`config.mk`:
```
export PLATFORM = sky130hd
export DESIGN_NAME = frame_pacing_drop_repeat_top
export DESIGN_NICKNAME = d
export VERILOG_FILES = /design/src/rtl/fpdr_pkg.sv /design/src/rtl/fpdr_queue.sv /design/src/rtl/fpdr_alu.sv /design/src/rtl/frame_pacing_drop_repeat_top.sv
export SDC_FILE = /design/constraint.sdc
export NUM_CORES = 1
export LEC_CHECK = 0
export BUFFER_PORTS_ARGS = -buffer_cell sky130_fd_sc_hd__buf_2
export CORE_ASPECT_RATIO = 1.1
export CORE_MARGIN = 1
export CORE_UTILIZATION = 40
export CTS_CLUSTER_DIAMETER = 80
export DETAILED_ROUTE_END_ITERATION = 10
export PLACE_DENSITY = 0.64
export SYNTH_ARGS = -nofsm -noshare
export SYNTH_HDL_FRONTEND = slang
export SYNTH_HIERARCHICAL = 1
export SYNTH_SLANG_ARGS = --single-unit
```
`constraint.sdc`:
```
create_clock -name clock -period 8.75 [get_ports clock]
set_clock_uncertainty 0.05 [all_clocks]
set_input_delay 2.1875 -clock clock [delete_from_list [all_inputs] [get_ports clock]]
set_output_delay 2.1875 -clock clock [all_outputs]
set_load 0.02 [all_outputs]
```
`src/rtl/fpdr_pkg.sv`:
```
`default_nettype none

package fpdr_pkg;

   localparam int QUEUE_DEPTH = 16;
   localparam int QIDX_W = (QUEUE_DEPTH > 1) ? $clog2(QUEUE_DEPTH) : 1;
   localparam int QCNT_W = $clog2(QUEUE_DEPTH + 1);

   // credit working width: stored credit is 11 bits, the loop needs headroom
   localparam int CREDIT_W = 11;
   localparam int WORK_W   = 12;
   localparam int DIFF_W   = 32;
   localparam int ADV_W    = 9;

   localparam int CSR_IDX_W  = 3;
   localparam int CSR_DATA_W = 12;

   typedef enum logic [1:0] {
      ACT_PUSH  = 2'd0,
      ACT_TICK  = 2'd1,
      ACT_PLAY  = 2'd2,
      ACT_PAUSE = 2'd3
   } action_type;

   typedef enum logic [2:0] {
      EV_NONE        = 3'd0,
      EV_HARD_DROP   = 3'd1,
      EV_SOFT_DROP   = 3'd2,
      EV_HARD_REPEAT = 3'd3,
      EV_SOFT_REPEAT = 3'd4
   } event_type;

   localparam logic [CSR_IDX_W-1:0] REG_VIDEO_FPS     = 3'd0;
   localparam logic [CSR_IDX_W-1:0] REG_REFRESH_RATE  = 3'd1;
   localparam logic [CSR_IDX_W-1:0] REG_HARD_LATE_MS  = 3'd2;
   localparam logic [CSR_IDX_W-1:0] REG_SOFT_EARLY_MS = 3'd3;
   localparam logic [CSR_IDX_W-1:0] REG_HARD_EARLY_MS = 3'd4;
   localparam logic [CSR_IDX_W-1:0] REG_REPEAT_LIMIT  = 3'd5;

   typedef struct packed {
      logic [1:0]  action;
      logic [7:0]  frame_buffer;
      logic [30:0] frame_timecode;
      logic [30:0] now_ms;
   } req_type;

   typedef struct packed {
      logic [7:0]       shown_buffer;
      logic [30:0]      shown_timecode;
      logic [2:0]       pacing_event;
      logic [ADV_W-1:0] frames_advanced;
      logic             underrun;
      logic             push_rejected;
      logic             is_playing;
   } rsp_type;

   typedef struct packed {
      logic [7:0]  buffer_id;
      logic [30:0] timecode;
   } slot_type;

   typedef struct packed {
      logic push;
      logic pop;
   } q_ctl_type;

   typedef struct packed {
      logic              empty;
      logic              full;
      logic [QIDX_W-1:0] head;
   } q_stat_type;

   typedef struct packed {
      logic sub;
      logic use_fps;
   } alu_ctl_type;

endpackage

`default_nettype wire

```
`src/rtl/fpdr_queue.sv`:
```
`default_nettype none

module fpdr_queue
   import fpdr_pkg::*;
(
   input  wire logic              clock,
   input  wire logic              reset,
   input  wire q_ctl_type         ctl,
   input  wire slot_type          wr_slot,
   input  wire logic [QIDX_W-1:0] rd_addr,
   output slot_type               rd_slot,
   output q_stat_type             stat
);

   localparam int SUM_W = QIDX_W + 1;

   slot_type          mem [QUEUE_DEPTH];
   slot_type          rd_slot_ff;
   logic [QIDX_W-1:0] head_ff, head_in;
   logic [QCNT_W-1:0] count_ff, count_in;
   logic [SUM_W-1:0]  wr_sum;
   logic [QIDX_W-1:0] wr_pos;

   // tail position, wrapped without a modulo
   always_comb begin
      wr_sum = SUM_W'(head_ff) + SUM_W'(count_ff);
      if (wr_sum >= SUM_W'(QUEUE_DEPTH)) begin
         wr_sum = wr_sum - SUM_W'(QUEUE_DEPTH);
      end
      wr_pos = wr_sum[QIDX_W-1:0];
   end

   always_comb begin
      head_in  = head_ff;
      count_in = count_ff;
      if (ctl.pop) begin
         head_in  = (head_ff == QIDX_W'(QUEUE_DEPTH - 1)) ? '0 : head_ff + 1'b1;
         count_in = count_ff - 1'b1;
      end else if (ctl.push) begin
         count_in = count_ff + 1'b1;
      end
   end

   always_ff @(posedge clock) begin
      if (reset) begin
         head_ff  <= '0;
         count_ff <= '0;
      end else begin
         head_ff  <= head_in;
         count_ff <= count_in;
      end
   end

   always_ff @(posedge clock) begin
      if (ctl.push) begin
         mem[wr_pos] <= wr_slot;
      end
      rd_slot_ff <= mem[rd_addr];
   end

   assign rd_slot    = rd_slot_ff;
   assign stat.empty = (count_ff == '0);
   assign stat.full  = (count_ff == QCNT_W'(QUEUE_DEPTH));
   assign stat.head  = head_ff;

endmodule

`default_nettype wire

```
`src/rtl/fpdr_alu.sv`:
```
`default_nettype none

module fpdr_alu
   import fpdr_pkg::*;
(
   input  wire alu_ctl_type              ctl,
   input  wire logic signed [WORK_W-1:0] acc,
   input  wire logic [7:0]               fps,
   input  wire logic [7:0]               refresh,
   output logic signed [WORK_W-1:0]      result
);

   logic signed [WORK_W-1:0] operand;

   always_comb begin
      operand = ctl.use_fps ? $signed({{(WORK_W-8){1'b0}}, fps})
                            : $signed({{(WORK_W-8){1'b0}}, refresh});
      result  = ctl.sub ? acc - operand : acc + operand;
   end

endmodule

`default_nettype wire

```
`src/rtl/frame_pacing_drop_repeat_top.sv`:
```
// Frame pacer for a display. Frames (buffer id, timecode) are pushed into a
// 16-entry queue; each refresh tick while playing advances through the queue
// until the signed repeat credit turns positive, then picks a hard/soft drop
// or repeat from the frame's lateness and reports the frame shown. Push, play,
// pause and a tick while paused go from the start step straight to the result
// step. A tick while playing runs the start step, the advance loop, a queue
// load step when the tick popped a frame, then the diff, decide, show and
// result steps; the advance loop does one advance per cycle through the
// single shared credit adder, which is also used for the drop/repeat adjust
// and the show step. One item is worked on at a time; a new beat is accepted
// while the previous result still waits on rsp_stall. Config writes go
// through csr_we/csr_index/csr_wdata and are meant only while the block is
// idle.
`default_nettype none

module frame_pacing_drop_repeat_top
   import fpdr_pkg::*;
(
   input  wire logic                  clock,
   input  wire logic                  reset,
   // request channel
   input  wire logic                  req_valid,
   output logic                       req_stall,
   input  wire req_type               req_data,
   // result channel
   output logic                       rsp_valid,
   input  wire logic                  rsp_stall,
   output rsp_type                    rsp_data,
   // config write port
   input  wire logic                  csr_we,
   input  wire logic [CSR_IDX_W-1:0]  csr_index,
   input  wire logic [CSR_DATA_W-1:0] csr_wdata
);

   typedef enum logic [2:0] {
      S_IDLE,
      S_START,
      S_ADV,
      S_LOAD,
      S_DIFF,
      S_DECIDE,
      S_SHOW,
      S_OUT
   } state_type;

   state_type state_ff;

   // config registers
   logic [7:0]  video_fps_ff;
   logic [7:0]  refresh_rate_ff;
   logic [11:0] hard_late_ff;
   logic [10:0] soft_early_ff;
   logic [11:0] hard_early_ff;
   logic [7:0]  repeat_limit_ff;

   // pacer state
   req_type                    item_ff;
   logic [7:0]                 cur_buffer_ff;
   logic [30:0]                cur_timecode_ff;
   logic signed [CREDIT_W-1:0] credit_ff;
   logic                       fresh_ff;
   logic                       playing_ff;

   // per-item work registers
   logic signed [WORK_W-1:0] work_ff;
   logic signed [DIFF_W-1:0] diff_ff;
   logic [QIDX_W-1:0]        last_addr_ff;
   logic                     popped_ff;
   logic [2:0]               event_ff;
   logic [ADV_W-1:0]         adv_ff;
   logic                     under_ff;
   logic                     rejected_ff;

   // result register
   logic    rsp_valid_ff;
   rsp_type rsp_ff;

   // shared unit and queue hookup
   alu_ctl_type              alu_ctl;
   logic signed [WORK_W-1:0] alu_result;
   logic [7:0]               refresh_eff;
   q_ctl_type                q_ctl;
   q_stat_type               q_stat;
   slot_type                 q_wr_slot;
   slot_type                 q_rd_slot;

   // event decision inputs
   logic signed [DIFF_W-1:0] hard_late_ext;
   logic signed [DIFF_W-1:0] soft_early_ext;
   logic signed [DIFF_W-1:0] hard_early_ext;
   logic signed [WORK_W-1:0] refresh_cmp;
   logic signed [WORK_W-1:0] limit_cmp;
   logic [2:0]               event_sel;

   // a zero refresh rate counts as one so the advance loop ends
   assign refresh_eff = (refresh_rate_ff == 8'd0) ? 8'd1 : refresh_rate_ff;

   assign req_stall = (state_ff != S_IDLE);
   assign rsp_valid = rsp_valid_ff;
   assign rsp_data  = rsp_ff;

   // adder use by step: refresh in the loop, fps afterwards
   always_comb begin
      alu_ctl.use_fps = (state_ff != S_ADV);
      alu_ctl.sub     = 1'b1;
      if (state_ff == S_ADV) begin
         alu_ctl.sub = 1'b0;
      end else if (state_ff == S_DECIDE) begin
         alu_ctl.sub = (event_sel == EV_HARD_DROP) || (event_sel == EV_SOFT_DROP);
      end
   end

   // queue control: push in the start step, pop once per advance while frames remain
   always_comb begin
      q_ctl.push = (state_ff == S_START) && (action_type'(item_ff.action) == ACT_PUSH)
                   && !q_stat.full;
      q_ctl.pop  = (state_ff == S_ADV) && (work_ff <= 0) && !q_stat.empty;
      q_wr_slot.buffer_id = item_ff.frame_buffer;
      q_wr_slot.timecode  = item_ff.frame_timecode;
   end

   // drop/repeat choice from lateness and credit
   always_comb begin
      hard_late_ext  = {{(DIFF_W-12){hard_late_ff[11]}}, hard_late_ff};
      soft_early_ext = $signed({{(DIFF_W-11){1'b0}}, soft_early_ff});
      hard_early_ext = $signed({{(DIFF_W-12){1'b0}}, hard_early_ff});
      refresh_cmp    = $signed({{(WORK_W-8){1'b0}}, refresh_eff});
      limit_cmp      = $signed({{(WORK_W-8){1'b0}}, repeat_limit_ff});
      event_sel      = EV_NONE;
      if (diff_ff < 0) begin
         if (diff_ff < hard_late_ext) begin
            event_sel = EV_HARD_DROP;
         end else if (fresh_ff && (work_ff >= refresh_cmp)) begin
            event_sel = EV_SOFT_DROP;
         end
      end else if (diff_ff > soft_early_ext) begin
         if (diff_ff > hard_early_ext) begin
            event_sel = EV_HARD_REPEAT;
         end else if (fresh_ff && (work_ff <= limit_cmp)) begin
            event_sel = EV_SOFT_REPEAT;
         end
      end
   end

   fpdr_alu u_alu (
      .ctl     (alu_ctl),
      .acc     (work_ff),
      .fps     (video_fps_ff),
      .refresh (refresh_eff),
      .result  (alu_result)
   );

   fpdr_queue u_queue (
      .clock   (clock),
      .reset   (reset),
      .ctl     (q_ctl),
      .wr_slot (q_wr_slot),
      .rd_addr (last_addr_ff),
      .rd_slot (q_rd_slot),
      .stat    (q_stat)
   );

   // config writes
   always_ff @(posedge clock) begin
      if (reset) begin
         video_fps_ff    <= 8'd30;
         refresh_rate_ff <= 8'd60;
         hard_late_ff    <= -12'sd66;
         soft_early_ff   <= 11'd66;
         hard_early_ff   <= 12'd133;
         repeat_limit_ff <= 8'd60;
      end else if (csr_we) begin
         case (csr_index)
            REG_VIDEO_FPS:     video_fps_ff    <= csr_wdata[7:0];
            REG_REFRESH_RATE:  refresh_rate_ff <= csr_wdata[7:0];
            REG_HARD_LATE_MS:  hard_late_ff    <= csr_wdata[11:0];
            REG_SOFT_EARLY_MS: soft_early_ff   <= csr_wdata[10:0];
            REG_HARD_EARLY_MS: hard_early_ff   <= csr_wdata[11:0];
            REG_REPEAT_LIMIT:  repeat_limit_ff <= csr_wdata[7:0];
            default: ;
         endcase
      end
   end

   // sequencer
   always_ff @(posedge clock) begin
      if (reset) begin
         state_ff        <= S_IDLE;
         rsp_valid_ff    <= 1'b0;
         cur_buffer_ff   <= '0;
         cur_timecode_ff <= '0;
         credit_ff       <= '0;
         fresh_ff        <= 1'b0;
         playing_ff      <= 1'b0;
      end else begin
         // result beat taken
         if (rsp_valid_ff && !rsp_stall) begin
            rsp_valid_ff <= 1'b0;
         end
         case (state_ff)
            S_IDLE: begin
               if (req_valid) begin
                  item_ff  <= req_data;
                  state_ff <= S_START;
               end
            end
            S_START: begin
               event_ff    <= EV_NONE;
               adv_ff      <= '0;
               under_ff    <= 1'b0;
               rejected_ff <= 1'b0;
               popped_ff   <= 1'b0;
               work_ff     <= WORK_W'(credit_ff);
               state_ff    <= S_OUT;
               case (action_type'(item_ff.action))
                  ACT_PUSH:  rejected_ff <= q_stat.full;
                  ACT_PLAY: begin
                     credit_ff  <= '0;
                     playing_ff <= 1'b1;
                  end
                  ACT_PAUSE: playing_ff <= 1'b0;
                  ACT_TICK: begin
                     if (playing_ff) begin
                        state_ff <= S_ADV;
                     end
                  end
                  default: ;
               endcase
            end
            S_ADV: begin
               // one advance per cycle while credit is not positive
               if (work_ff <= 0) begin
                  work_ff <= alu_result;
                  if (adv_ff != {ADV_W{1'b1}}) begin
                     adv_ff <= adv_ff + 1'b1;
                  end
                  if (!q_stat.empty) begin
                     last_addr_ff <= q_stat.head;
                     popped_ff    <= 1'b1;
                  end else begin
                     under_ff <= 1'b1;
                  end
               end else begin
                  // queue read of the last popped slot lands this edge
                  state_ff <= popped_ff ? S_LOAD : S_DIFF;
               end
            end
            S_LOAD: begin
               cur_buffer_ff   <= q_rd_slot.buffer_id;
               cur_timecode_ff <= q_rd_slot.timecode;
               fresh_ff        <= 1'b1;
               state_ff        <= S_DIFF;
            end
            S_DIFF: begin
               diff_ff  <= $signed({1'b0, cur_timecode_ff})
                           - $signed({1'b0, item_ff.now_ms});
               state_ff <= S_DECIDE;
            end
            S_DECIDE: begin
               event_ff <= event_sel;
               if (event_sel != EV_NONE) begin
                  work_ff <= alu_result;
               end
               state_ff <= S_SHOW;
            end
            S_SHOW: begin
               fresh_ff  <= 1'b0;
               credit_ff <= alu_result[CREDIT_W-1:0];
               state_ff  <= S_OUT;
            end
            S_OUT: begin
               // wait for a free result slot
               if (!rsp_valid_ff || !rsp_stall) begin
                  rsp_valid_ff           <= 1'b1;
                  rsp_ff.shown_buffer    <= cur_buffer_ff;
                  rsp_ff.shown_timecode  <= cur_timecode_ff;
                  rsp_ff.pacing_event    <= event_ff;
                  rsp_ff.frames_advanced <= adv_ff;
                  rsp_ff.underrun        <= under_ff;
                  rsp_ff.push_rejected   <= rejected_ff;
                  rsp_ff.is_playing      <= playing_ff;
                  state_ff               <= S_IDLE;
               end
            end
            default: state_ff <= S_IDLE;
         endcase
      end
   end

endmodule

`default_nettype wire

```
==> impl_metrics.toml <==
[finish]
syn2layout_area_growth_pct = 14.0
insertedDiodeCount = 0
num-nets-final = 2877
stdcell_count = 4023
final_layout_size_suffix_gt1_share_pct = 19.4
fill_cells = 8289
design_area_mm2 = 0.0452

[sta]
relSlewSlack_pct = 16.3
rsz0062_at_grt = "no"
drv_slew = 0
final.setup.worst_slack_ps = 3130
final-setup-viol-count = 0
clock.fmax_mhz = 178
min_period_ps = 5620
worstMarginPinSlew_ps = 1250
hold_viol = 0
setup_tns_ps = 0
period_share_pct = 64.3
holdWs_ps = 374

[clocking]
clkSinkCount = 976
cts-htree-levels = 3
post_cts_resized = 0
clk_latency_ps = 690
holdBufCountCts = 0
numCtsBuffers = 97
clkTransAtPathRegs_ps = 60
post_cts_buffers = 0
cts_buffer_depth = 3
cts_tree = "built"
root_buffer = "clkbuf_16"

[placement]
routabilityCongestion = 0.865
dp.final_hpwl_um = 54800
io_buffers = 147
dpl_cell_area_mm2 = 0.0419
dp.cells = 3841
dpl_worst_slack_ps = 3170

[floorplanning]
die_h_um = 332
die_w_um = 302
dieArea_mm2 = 0.100
num_io_pins = 148
core-area_mm2 = 0.0977
start_util_pct = 40.5
num_rows = 120

[global_routing]
antenna_found_initial = 5
grt_pass1_wl_um = 141000
grt_overflow_total = 0
grt_max_degree = 157
grt.total_usage_pct = 18.6
grt_pass1_vias = 22839

[synthesis]
yosys_most_used_dff = "edfxtp_1"
synth-simple-area-share_pct = 6.32
synth_xor_area_share_pct = 1.15
synthTopCellsByArea = "edfxtp_1 (62%), mux4_2 (8.9%), dfxtp_1 (8.2%), ha_1 (3.9%), nand2_1 (2.3%)"
synth_compound_area_share_pct = 6.80
yosysTopAreaCell = "edfxtp_1"
synth_cell_types = 73
synth_top_family_by_area = "multiplexers"
synth_common_cells = "edfxtp_1 (813), nand2_1 (244), dfxtp_1 (163)"
syn_area_per_cell_um2 = 15.9
syn_nets = 2708
synth_top_area_share_pct = 61.6
netlist_area_mm2 = 0.0396
synthMuxAreaShare_pct = 9.53
ys_seq_area_share_pct = 69.8
synthArstFlopShare_pct = 0
synth_edf_count = 813
yosys.area_share.adder_pct = 4.05
synth_warnings = 6
synth_cells = 2490
yosysMostFrequentCell = "edfxtp_1"
synth_seq_cells = 976

[critical_path]
cp-start-kind = "flip-flop"
cpMostUsedCell = "a21o_1"
cp.arrival_ps = 5970
reg2reg_slack_ps = 3130
cp_max_fo = 22
critical_path_class = "flip-flop to flip-flop"
r2r_end = "work_ff[8]"
r2r_cells = 17
critPathRequiredTime_ps = 9100
r2r_start = "hard_late_ff[11]"
critPathSlowestCell = "a31oi_1"
critPathCaptureType = "flip-flop"
cpPeakStageDelay_ps = 670
cp_cell_sequence = "inv_1, ha_1, a21o_1, a21o_1, a221oi_1, o21ai_1, nor2_1, a211oi_1, a31oi_1, o21ai_0, fa_1, a21o_1, a311oi_1, o21ai_0, a21oi_1, xnor2_1, mux2_2"

[detailed_routing]
viasPerCell = 5.48
drtIter0Drc = 1878
wl_um = 93300
num_vias = 22026
wl_per_cell_um = 23.2
wl_met2_um = 46900
first_pass_iters = 5
wl_met3_um = 5250
drtAntennaViolNets = 0
top_layer = "met4"
wl_met1_um = 39300
post-route-drc-count = 0

[power_and_ir_drop]
power.switching_w = 0.00256
p_seq_share_pct = 51.1
power.internal_w = 0.00808
ir_worst_vdd_mv = 0.167
leakagePower_nw = 15.8
power_density_mw_per_mm2 = 236
pwr-share-clk_pct = 39.8
swShare_pct = 24.1
comb_power_share_pct = 9.1

[hold_path]
hold_path_class = "flip-flop to flip-flop"
holdPathStages = 0
holdPathEnd = "rsp_data[12]"
worstHoldStart = "event_ff[0]"

[run]
max_cap_violations = 0

[outcome]
status = "complete, no violations"
[through the flow]
stage / total power (W) / utilization (%)
final: 0.0106 / 46.2
after global routing: 0.0110 / 46.2
after CTS: 0.0107 / 46.2
after detailed placement: 0.00650 / 42.8
after global placement: 0.00646 / 42.8
after floorplan: 0.00618 / -
[cells in the final DEF (no fill, tap or decap), types with 19 or more instances in the layout]
master / count
edfxtp_1: 813
nand2_1: 244
dfxtp_1: 163
mux4_2: 156
buf_2: 146
a21oi_1: 143
ha_1: 122
inv_1: 103
clkbuf_16: 98
nor2_1: 92
a22oi_1: 90
a21o_1: 36
buf_4: 32
xnor2_1: 31
o21ai_0: 27
nand3_1: 23
clkbuf_1: 23
nor3_1: 22
xor2_1: 21
nor2b_1: 20
nand3b_1: 20
nand2b_1: 19
[routing by layer]
metal / global-route usage [%] / vias to the layer above
met4: 5.05 / 0
met1: 24.9 / 11304
met2: 31.6 / 648
met5: 0 / -
li1: - / 9955
met3: 2.63 / 119
[flip-flops by register name (all words and copies together), names as in the netlist, 8 cells and up]
name	cells
adv_ff	9
cur_buffer_ff	8
item_ff	72
u_queue/rd_slot	39
refresh_rate_ff	8
work_ff	12
cur_timecode_ff	31
hard_early_ff	12
diff_ff	32
repeat_limit_ff	8
video_fps_ff	8
rsp_data	54
u_queue/mem	624
soft_early_ff	11
credit_ff	11
hard_late_ff	12
[critical path: cells and delay by family (launching register included)]
family	cells	cell delay, ps
AO/OA/AOI/OAI	11	2890
XOR/XNOR	1	100
adder cells (fa/ha/maj)	2	880
buffers and inverters	1	550
flip-flops	1	290
multiplexers	1	260
AND/OR/NAND/NOR	1	310
[power by group through the flow]
stage	Sequential [W]	Clock [W]	Combinational [W]
2_1_floorplan	0.00546	0	0.000718
3_3_place_gp	0.00552	0	0.000937
3_5_place_dp	0.00554	0	0.000961
4_1_cts	0.00544	0.00432	0.000968
5_1_grt	0.00546	0.00450	0.00108
6_report	0.00544	0.00424	0.000963
[cells by family after synthesis]
group / Yosys count
mux: 181
fa+ha+maj: 126
simple gates: 537
flops: 976
xor+xnor: 52
buf+inv: 213
compound gates: 405
[how the worst max path moves through the flow]
stage	cells past startpoint	from	slack, ps	end
2_1_floorplan	3	reset	270	item_ff[0]
3_3_place_gp	17	hard_late_ff[11]	3300	work_ff[8]
3_5_place_dp	17	hard_late_ff[11]	3170	work_ff[8]
4_1_cts	17	hard_late_ff[11]	3090	work_ff[8]
5_1_grt	17	hard_late_ff[11]	2650	work_ff[8]
6_report	17	hard_late_ff[11]	3130	work_ff[8]
[cell type report]
cell class,instances,area (um^2),share of cell area [%]
inverter,103,387,0.856
sequential,976,27700,61.3
tap,1281,1600,3.55
multi-input combinational,1301,11200,24.8
timing repair buffer,180,1010,2.24
clock buffer,133,2700,5.98
clock inverter,49,592,1.31
No activity file was read; power rests on OpenSTA's default activity.
